$ cat src/hdl/xrg_pkg.sv
// ----------------------------------------------------------------------------
// xrg_pkg
// Shared types and constants for the xorshift random generator: operation
// codes, controller states, datapath step codes and hash constants.
// ----------------------------------------------------------------------------
package xrg_pkg;

  // operation codes on the op field (code 3 only returns a result)
  typedef enum logic [1:0] {
    OP_DRAW = 2'd0,
    OP_SEED = 2'd1,
    OP_LOAD = 2'd2
  } op_t;

  // controller states
  typedef enum logic [2:0] {
    ST_IDLE,
    ST_ADVANCE,
    ST_RANGE_MUL,
    ST_MIX_A,
    ST_MIX_B,
    ST_HASH_SET,
    ST_LOAD_SET,
    ST_FINISH
  } state_t;

  // datapath step selected by the controller
  typedef enum logic [2:0] {
    STEP_HOLD,
    STEP_ADVANCE,
    STEP_RANGE_MUL,
    STEP_MIX_A,
    STEP_MIX_B,
    STEP_HASH_SET,
    STEP_LOAD_SET
  } step_t;

  // command bundle from controller to datapath
  typedef struct packed {
    logic  capture;      // take the input transfer into the operand registers
    step_t step;         // datapath step for this cycle
    logic  result_load;  // load the output register
  } dp_cmd_t;

  localparam int unsigned WORD_W  = 32;
  localparam int unsigned COUNT_W = 64;

  localparam logic [WORD_W-1:0] GOLDEN_ADD = 32'h9E37_79B9;
  localparam logic [WORD_W-1:0] MIX_MUL_A  = 32'h85EB_CA6B;
  localparam logic [WORD_W-1:0] MIX_MUL_B  = 32'hC2B2_AE35;

  localparam int unsigned XS_SHIFT_A = 13;
  localparam int unsigned XS_SHIFT_B = 17;
  localparam int unsigned XS_SHIFT_C = 5;
  localparam int unsigned MIX_SHIFT_A = 16;
  localparam int unsigned MIX_SHIFT_B = 13;

  // one xorshift32 update
  function automatic logic [WORD_W-1:0] xs_advance(input logic [WORD_W-1:0] x);
    logic [WORD_W-1:0] y;
    y = x ^ (x << XS_SHIFT_A);
    y = y ^ (y >> XS_SHIFT_B);
    y = y ^ (y << XS_SHIFT_C);
    return y;
  endfunction

  // state value with zero replaced by one
  function automatic logic [WORD_W-1:0] nonzero(input logic [WORD_W-1:0] x);
    return (x == '0) ? WORD_W'(1) : x;
  endfunction

endpackage

$ cat src/hdl/xrg_ctrl.sv
// ----------------------------------------------------------------------------
// xrg_ctrl
// Controller for the xorshift random generator: sequences one operation at a
// time through the datapath and owns the handshake on both channels.
// ----------------------------------------------------------------------------
module xrg_ctrl
  import xrg_pkg::*;
(
  input  logic       clk,
  input  logic       rst,
  input  logic       in_valid,
  output logic       in_ready,
  input  logic [1:0] op,
  output logic       out_valid,
  input  logic       out_ready,
  output dp_cmd_t    cmd
);

  state_t state, state_next;
  logic   out_valid_next;

  // state and output valid registers
  always_ff @(posedge clk) begin
    if (rst) begin
      state     <= ST_IDLE;
      out_valid <= 1'b0;
    end else begin
      state     <= state_next;
      out_valid <= out_valid_next;
    end
  end

  // next state and commands
  always_comb begin
    state_next      = state;
    out_valid_next  = out_valid && !out_ready;
    in_ready        = 1'b0;
    cmd.capture     = 1'b0;
    cmd.step        = STEP_HOLD;
    cmd.result_load = 1'b0;
    unique case (state)
      ST_IDLE: begin
        in_ready = 1'b1;
        if (in_valid) begin
          cmd.capture = 1'b1;
          unique case (op)
            OP_DRAW: state_next = ST_ADVANCE;
            OP_SEED: state_next = ST_MIX_A;
            OP_LOAD: state_next = ST_LOAD_SET;
            default: state_next = ST_FINISH;
          endcase
        end
      end
      ST_ADVANCE: begin
        cmd.step   = STEP_ADVANCE;
        state_next = ST_RANGE_MUL;
      end
      ST_RANGE_MUL: begin
        cmd.step   = STEP_RANGE_MUL;
        state_next = ST_FINISH;
      end
      ST_MIX_A: begin
        cmd.step   = STEP_MIX_A;
        state_next = ST_MIX_B;
      end
      ST_MIX_B: begin
        cmd.step   = STEP_MIX_B;
        state_next = ST_HASH_SET;
      end
      ST_HASH_SET: begin
        cmd.step   = STEP_HASH_SET;
        state_next = ST_FINISH;
      end
      ST_LOAD_SET: begin
        cmd.step   = STEP_LOAD_SET;
        state_next = ST_FINISH;
      end
      ST_FINISH: begin
        // wait for the output register to be free
        if (!out_valid || out_ready) begin
          cmd.result_load = 1'b1;
          out_valid_next  = 1'b1;
          state_next      = ST_IDLE;
        end
      end
      default: state_next = ST_IDLE;
    endcase
  end

endmodule

$ cat src/hdl/xrg_datapath.sv
// ----------------------------------------------------------------------------
// xrg_datapath
// Datapath for the xorshift random generator: generator state, draw counter,
// operand registers, one shared 32x32 multiplier and the output register.
// ----------------------------------------------------------------------------
module xrg_datapath
  import xrg_pkg::*;
(
  input  logic                      clk,
  input  logic                      rst,
  input  dp_cmd_t                   cmd,
  input  logic [1:0]                op,
  input  logic [WORD_W-1:0]         load_value,
  input  logic signed [WORD_W-1:0]  range_low,
  input  logic signed [WORD_W-1:0]  range_high,
  output logic [WORD_W-1:0]         raw_word,
  output logic signed [WORD_W-1:0]  ranged_value,
  output logic [WORD_W-1:0]         state_now,
  output logic [COUNT_W-1:0]        draw_total,
  output logic                      range_error
);

  logic [WORD_W-1:0]          gen_state;
  logic [COUNT_W-1:0]         draw_count;
  logic [1:0]                 op_q;
  logic [WORD_W-1:0]          load_q;
  logic signed [WORD_W-1:0]   low_q;
  logic signed [WORD_W-1:0]   high_q;
  logic [WORD_W-1:0]          work;
  logic [WORD_W:0]            span;
  logic                       err;
  logic [2*WORD_W-1:0]        prod;

  logic [WORD_W-1:0]          mul_a;
  logic [WORD_W-1:0]          mul_b;
  logic [WORD_W-1:0]          prod_lo;
  logic [WORD_W-1:0]          adv_word;
  logic [WORD_W:0]            span_calc;
  logic [WORD_W-1:0]          offs;
  logic [WORD_W-1:0]          ranged_calc;
  logic                       is_draw;

  assign prod_lo  = prod[WORD_W-1:0];
  assign adv_word = xs_advance(gen_state);
  assign is_draw  = (op_q == OP_DRAW);

  // span of the range, up to 2^32, from sign-extended bounds
  assign span_calc = {high_q[WORD_W-1], high_q} - {low_q[WORD_W-1], low_q}
                     + (WORD_W+1)'(1);

  // shared multiplier operand select
  always_comb begin
    case (cmd.step)
      STEP_MIX_A: begin
        mul_a = work ^ (work >> MIX_SHIFT_A);
        mul_b = MIX_MUL_A;
      end
      STEP_MIX_B: begin
        mul_a = prod_lo ^ (prod_lo >> MIX_SHIFT_B);
        mul_b = MIX_MUL_B;
      end
      default: begin
        mul_a = span[WORD_W-1:0];
        mul_b = work;
      end
    endcase
  end

  // a full span of 2^32 maps the word onto itself
  assign offs        = span[WORD_W] ? work : prod[2*WORD_W-1:WORD_W];
  assign ranged_calc = err ? low_q : low_q + offs;

  // generator state and draw counter
  always_ff @(posedge clk) begin
    if (rst) begin
      gen_state  <= WORD_W'(1);
      draw_count <= '0;
    end else begin
      case (cmd.step)
        STEP_ADVANCE: begin
          gen_state  <= adv_word;
          draw_count <= draw_count + COUNT_W'(1);
        end
        STEP_HASH_SET: gen_state <= nonzero(prod_lo ^ (prod_lo >> MIX_SHIFT_A));
        STEP_LOAD_SET: gen_state <= nonzero(load_q);
        default: ;
      endcase
    end
  end

  // operand capture, working registers and multiplier
  always_ff @(posedge clk) begin
    if (cmd.capture) begin
      op_q   <= op;
      load_q <= load_value;
      low_q  <= range_low;
      high_q <= range_high;
      work   <= load_value + GOLDEN_ADD;
    end
    case (cmd.step) inside
      STEP_ADVANCE: begin
        work <= adv_word;
        span <= span_calc;
        err  <= (high_q < low_q);
      end
      STEP_RANGE_MUL, STEP_MIX_A, STEP_MIX_B: prod <= mul_a * mul_b;
      default: ;
    endcase
  end

  // output register
  always_ff @(posedge clk) begin
    if (cmd.result_load) begin
      raw_word     <= is_draw ? work : '0;
      ranged_value <= is_draw ? ranged_calc : '0;
      range_error  <= is_draw && err;
      state_now    <= gen_state;
      draw_total   <= draw_count;
    end
  end

endmodule

$ cat src/hdl/xorshift_random_generator.sv
// ----------------------------------------------------------------------------
// xorshift_random_generator
// 32-bit xorshift generator with seed hashing, direct state load, a 64-bit
// draw counter and an integer draw mapped into a signed range.
// ----------------------------------------------------------------------------
// One operation is in flight at a time. The seed and the ranged draw are paced
// by the single shared 32x32 multiplier, used once per draw and twice per seed.
// The next input is taken once the current result sits in the output
// register, so a result waiting for out_ready does not block a new transfer.
module xorshift_random_generator
  import xrg_pkg::*;
(
  input  logic                      clk,
  input  logic                      rst,
  input  logic                      in_valid,
  output logic                      in_ready,
  input  logic [1:0]                op,
  input  logic [WORD_W-1:0]         load_value,
  input  logic signed [WORD_W-1:0]  range_low,
  input  logic signed [WORD_W-1:0]  range_high,
  output logic                      out_valid,
  input  logic                      out_ready,
  output logic [WORD_W-1:0]         raw_word,
  output logic signed [WORD_W-1:0]  ranged_value,
  output logic [WORD_W-1:0]         state_now,
  output logic [COUNT_W-1:0]        draw_total,
  output logic                      range_error
);

  dp_cmd_t cmd;

  // sequencer
  xrg_ctrl u_ctrl (
    .clk       (clk),
    .rst       (rst),
    .in_valid  (in_valid),
    .in_ready  (in_ready),
    .op        (op),
    .out_valid (out_valid),
    .out_ready (out_ready),
    .cmd       (cmd)
  );

  // state, arithmetic and output register
  xrg_datapath u_datapath (
    .clk          (clk),
    .rst          (rst),
    .cmd          (cmd),
    .op           (op),
    .load_value   (load_value),
    .range_low    (range_low),
    .range_high   (range_high),
    .raw_word     (raw_word),
    .ranged_value (ranged_value),
    .state_now    (state_now),
    .draw_total   (draw_total),
    .range_error  (range_error)
  );

endmodule

$ cat config.mk
export PLATFORM = sky130hd
export DESIGN_NAME = xorshift_random_generator
export DESIGN_NICKNAME = d
export VERILOG_FILES = /design/src/hdl/xrg_pkg.sv /design/src/hdl/xrg_ctrl.sv /design/src/hdl/xrg_datapath.sv /design/src/hdl/xorshift_random_generator.sv
export SDC_FILE = /design/constraint.sdc
export NUM_CORES = 2
export LEC_CHECK = 0
export ABC_AREA = 1
export BUFFER_PORTS_ARGS = -buffer_cell sky130_fd_sc_hd__buf_2
export CAP_MARGIN = 15
export CORE_MARGIN = 1
export CORE_UTILIZATION = 38
export DETAILED_ROUTE_END_ITERATION = 8
export PLACE_DENSITY = 0.57
export SLEW_MARGIN = 15
export SYNTH_ARGS = -nofsm -noshare
export SYNTH_HDL_FRONTEND = slang
export SYNTH_SLANG_ARGS = --single-unit
$ cat constraint.sdc
create_clock -name clk -period 12.5 [get_ports clk]
set_input_delay 2.5 -clock clk [delete_from_list [all_inputs] [get_ports clk]]
set_output_delay 2.5 -clock clk [all_outputs]
set_load 0.01 [all_outputs]
### Word level (Yosys, flattened, before mapping)

Cells that the tools add are included.
Widths: inputs -> output; s select.

| word-level totals | value |
|---|---|
| bits of input ports | 102 |
| flip-flop bits (word level) | 489 |
| logic and storage cells | 85 |
| output and inout port bits | 163 |
| bits in latches | 0 |
| memories | 0 |
| memory bits (read-only) | 0 |
| RAM bits | 0 |

| operators by class | value |
|---|---|
| shifts and indexed selects | 0 |
| bitwise operators | 7 |
| eq/ne operators | 17 |
| $add $sub $neg | 5 |
| $lt $le $gt $ge | 1 |
| muxes and demuxes | 21 |
| reductions and logical operators | 16 |
| multiply operators | 1 |
| divide/modulo/power cells | 0 |

Operator list:

| kind | count |
|---|---|
| $mux 32 | 6 |
| $pmux 32 s2 | 2 |
| $pmux 32 s3 | 1 |
| $add 64x1->64 const B | 1 |
| $logic_not 32->1 | 2 |
| $mul 32x32->64 | 1 |
| $xor 32x16->32 | 2 |
| $xor 32x32->32 | 2 |
| $pmux 3 s6 | 2 |
| $add 33x1->33 const B | 1 |
| $sub 32x32->33 | 1 |
| $add 32x32->32 | 1 |
| $add 32x32->32 const B | 1 |
| $lt 32x32->1 | 1 |
| $xor 32x15->32 | 1 |
| $xor 32x19->32 | 1 |
| $eq 3x3->1 const B | 7 |
| $eq 3x2->1 const B | 4 |
| $pmux 3 s3 | 1 |
| $mux 1 | 7 |
| $eq 3x1->1 const B | 2 |
| $mux 3 | 2 |
| $reduce_or 3->1 | 2 |
| $logic_not 2->1 | 2 |
| other kinds (12) | 15 |

### Longest topological paths before layout

| depth | value |
|---|---|
| depth in word-level cells | 5 |
| gate-level depth with buffers | 38 |
| mapped depth without buffers | 36 |

### Hierarchy

Synthesis repeated with hierarchy kept, for this count alone.

| second synthesis, totals | value |
|---|---|
| cell total of the unflattened synthesis | 8021 |
| area total of the unflattened synthesis | 62830.3 µm² |

Modules (own cells, without submodules):

| module | instances | area an instance (µm²) | seq. area each (µm²) | cells each |
|---|---|---|---|---|
| xrg_datapath | 1 | 62548.7 | 13603.0 | 7973 |
| xrg_ctrl | 1 | 281.5 | 80.1 | 48 |

### Least setup slack after synthesis

Ideal clock, no wire load.

| timing path | value |
|---|---|
| path kind | input -> register |
| start | input port out_ready |
| end | register u_datapath.draw_total[0] (enable) |
| library setup time | 0.684 ns |
| slack | 2.531 ns |
| arrival time | 9.285 ns |
| stages on the path | 4 |
| required time | 11.816 ns |
| path buffers | 0 |
| cells stage by stage | inv_1 nand2_1 inv_1 nor2_1 |

RTL lines:

| element | RTL line | RTL |
|---|---|---|
| start, declared | xorshift_random_generator.sv:22 | `input logic out_ready,` |
| end signal, assigned | xrg_datapath.sv:118 | `draw_total <= draw_count;` |
| end, declared | xrg_datapath.sv:19 | `output logic [COUNT_W-1:0] draw_total,` |

### Worst setup path after layout

| timing path | value |
|---|---|
| start | register u_ctrl.state[2] |
| end | register u_datapath.prod[39], data pin |

| on the way | value |
|---|---|
| word-level cells in the longest chain between the ends | 5 |
| elaborated cells on any way between the ends | 12 |
| classes of those cells | mul: 1; eq/ne: 8; mux: 3 |

Ends and longest elaborated chain:

| element | RTL line | RTL |
|---|---|---|
| start, declared | xrg_ctrl.sv:19 | `state_t state, state_next;` |
| start signal, assigned | xrg_ctrl.sv:28 | `state <= state_next;` |
| $eq 3x3->1 (tied with other cells) | xrg_ctrl.sv:41 | `unique case (state)` |
| $pmux 3 s6 (*) | xrg_ctrl.sv:41 |  |
| $eq 3x3->1 or $eq 3x2->1 (tied branches) | xrg_datapath.sv:53 | `case (cmd.step)` |
| $pmux 32 s2 | xrg_datapath.sv:53 |  |
| $mul 32x32->64 (*) | xrg_datapath.sv:106 | `STEP_RANGE_MUL, STEP_MIX_A, STEP_MIX_B: prod <= mul_a * mul_b;` |
| end signal, assigned | xrg_datapath.sv:106 |  |
| end, declared | xrg_datapath.sv:32 | `logic [2*WORD_W-1:0] prod;` |

Mark *: on every way between the ends. The rest lies on a longest branch, timed or not.
A chain may end at the register's enable or synchronous reset.

==> flow_summary.ini <==
[cts]
clk_latency_ps = 630
cts_setup_buffers = 0
root_buffer = clkbuf_16
clock_path_buffers = 3
cts_sinks = 489
clk_pin_slew_ps = 80
cts_resized = 0
cts_made_buffers = 49
htreeDepth = 2
ctsHoldBuffers = 0
cts_tree = done

[critical_path]
path_common_cell = fa_1
crit_fanout = 34
crit_buf_inv = 9
r2r_end = u_datapath.prod[39]
crit_required_ps = 12880
reg2reg_depth = 30
path_depth = 30
cpPeakStageDelay_ps = 1000
r2r_slack_ps = 1860
worstSetupEndpointType = register
critPathTopFamily = adder cells
slowest_stage = clkinv_1
critPathKind = register to register
timing.rr.start = u_ctrl.state[2]
arrival_ps = 11020
start_kind = register

[synth]
synth_area_mm2 = 0.06122
syn_nets = 8903
synth_enable_flop_cells = 389
yosys.area_share.xor_xnor = 0.02904
yosys_warnings = 0
yosysSeqAreaShare = 0.2235
yosys.area_share.simple = 0.1880
synth_compound_area_frac = 0.05813
synth_area_per_cell_um2 = 8.133
synth_top_family_by_area = adder cells
yosys_register_bits = 489
synth-adder-area-share = 0.3723
synth-main-ff-cell = edfxtp_1
synthMuxAreaShare = 0
yosysUniqueCellTypes = 53
async_flop_share = 0
postSynthCellCount = 7527

[timing]
worstMarginPinSlew_ps = 1299
finalHoldViolCount = 0
worst_slack_ps = 1855
grt_setup_unrepaired = false
clock-skew-final_ps = 32.02
fin_tns_setup_ps = 0
setup_viol = 0
hold_ws_ps = 459.8
maxSlewViolCount = 0
slew_headroom = 0.1250
fin_crit_sh = 0.8516
fin_crit_ps = 10640
fmaxAchievable_mhz = 93.94

[place]
post_dp_cell_area_mm2 = 0.06506
hpwl_um = 200500
port_buffers = 264
place_congestion = 1.009
preCtsSetupSlack_ps = 2042

[global_routing]
grt_max_degree = 73
antenna_found_initial = 15
grt_pass1_vias = 53340
grt_pass1_wl_um = 358200
track_usage = 0.3010
grt_remaining_overflow = 0

[finish]
fillers = 16310
fin_area_mm2 = 0.06667
drive_above_1_share = 0.06606
syn_to_final_growth_pct = 8.907
nets = 9102

[route]
vias = 51370
drt_iter0_drc = 4804
route.detailed.drc = 0
routed_via_density = 5.179
detail-route-antenna-nets = 0
dr.pass1.iters = 8
drt_wl_total_um = 243600
routedWlPerCell_um = 24.55

[floorplanning]
start_util = 0.3848
rows = 146
io-pin-count = 265
dieArea_mm2 = 0.1627
coreArea_mm2 = 0.1591
fp.dieH_um = 403.4
die_width_um = 403.4

[outcome]
run_status = completed

[hold_path]
min_path_type = register to register
min_from = u_datapath.draw_count[39]
hold_end = u_datapath.draw_total[39]
worstHoldPathCells = 0

[run]
maxCapViolations = 0
[cell families after synthesis]
kind of cell | count (synthesis)
simple gates | 2880
buf+inv | 2069
fa+ha+maj | 1274
compound gates | 612
flops | 489
xor+xnor | 203
[placed cells by master (no fill, tap or decap), types with 75 or more instances in the layout]
master    count
nand2_1    1694
inv_1      1830
nor2_1      789
fa_1        913
xor2_1      128
ha_1        361
buf_2       264
buf_4        90
edfxtp_1    389
o21ai_0     185
a21oi_1     275
nand3_1     197
dfxtp_1     100
xnor2_1      75
[synthesized netlist by cell type, drive strengths merged (30+ instances only)]
library cell     n  area share
fa             913        0.30
nand4           65      0.0066
edfxtp         389        0.19
a21oi          283       0.024
o21bai          35      0.0043
inv           1850        0.11
dfxtp          100       0.033
xor2           128       0.018
o21ai          186       0.015
nor2           804       0.050
nand3          197       0.016
xnor2           75       0.011
buf            105      0.0086
clkbuf         101      0.0062
nand2         1700        0.10
nor3            66      0.0056
ha             361       0.074
o221ai          30      0.0057
[registers in the layout, summed over array words and instances, names as in the netlist]
register / cells
u_datapath.low_q: 32
u_ctrl.state: 3
u_datapath.op_q: 2
u_datapath.span: 33
u_datapath.state_now: 32
u_datapath.prod: 64
u_datapath.work: 32
u_ctrl.out_valid: 1
u_datapath.err: 1
u_datapath.load_q: 32
u_datapath.raw_word: 32
u_datapath.high_q: 32
u_datapath.draw_count: 64
u_datapath.draw_total: 64
u_datapath.gen_state: 32
u_datapath.ranged_value: 32
u_datapath.range_error: 1
[how the worst max path moves through the flow]
stage / start / end / slack [ps]
after global routing: u_ctrl.state[2] / u_datapath.prod[39] / 1580
final: u_ctrl.state[2] / u_datapath.prod[39] / 1860
after detailed placement: u_ctrl.state[2] / u_datapath.prod[39] / 2040
after global placement: u_ctrl.state[2] / u_datapath.prod[39] / 2030
after CTS: u_ctrl.state[2] / u_datapath.prod[39] / 1960
after floorplan: out_ready / u_datapath.draw_total[0] / 2530
[per-stage QoR]
| stage | util | instances |
|---|---|---|
| 2_1_floorplan | - | 7527 |
| 3_3_place_gp | 0.4089 | 9821 |
| 3_5_place_dp | 0.4089 | 9821 |
| 4_1_cts | 0.4189 | 9912 |
| 5_1_grt | 0.4190 | 9917 |
| 6_report | 0.4190 | 9919 |
[layout make-up]
type / count / area [um^2] / area share
multi-input combinational: 4969 / 39700 / 0.5954
sequential: 489 / 13680 / 0.2052
inverter: 1863 / 6994 / 0.1049
tap: 2146 / 2685 / 0.04027
timing repair buffer: 354 / 1997 / 0.02995
clock buffer: 61 / 1301 / 0.01952
clock inverter: 30 / 295.3 / 0.004429
antenna: 7 / 17.52 / 0.0002627
[layer usage]
metal,vias up,GRT usage,part of all wire
li1,22970,-,-
met1,25410,0.3999,0.41
met2,2431,0.4781,0.45
met3,548,0.06109,0.093
met4,8,0.1243,0.049
met5,-,0,0.00021
Power is left out: the tool's default activity adds up to more than one toggle a clock period on the data nets, which glitch-free logic cannot reach.
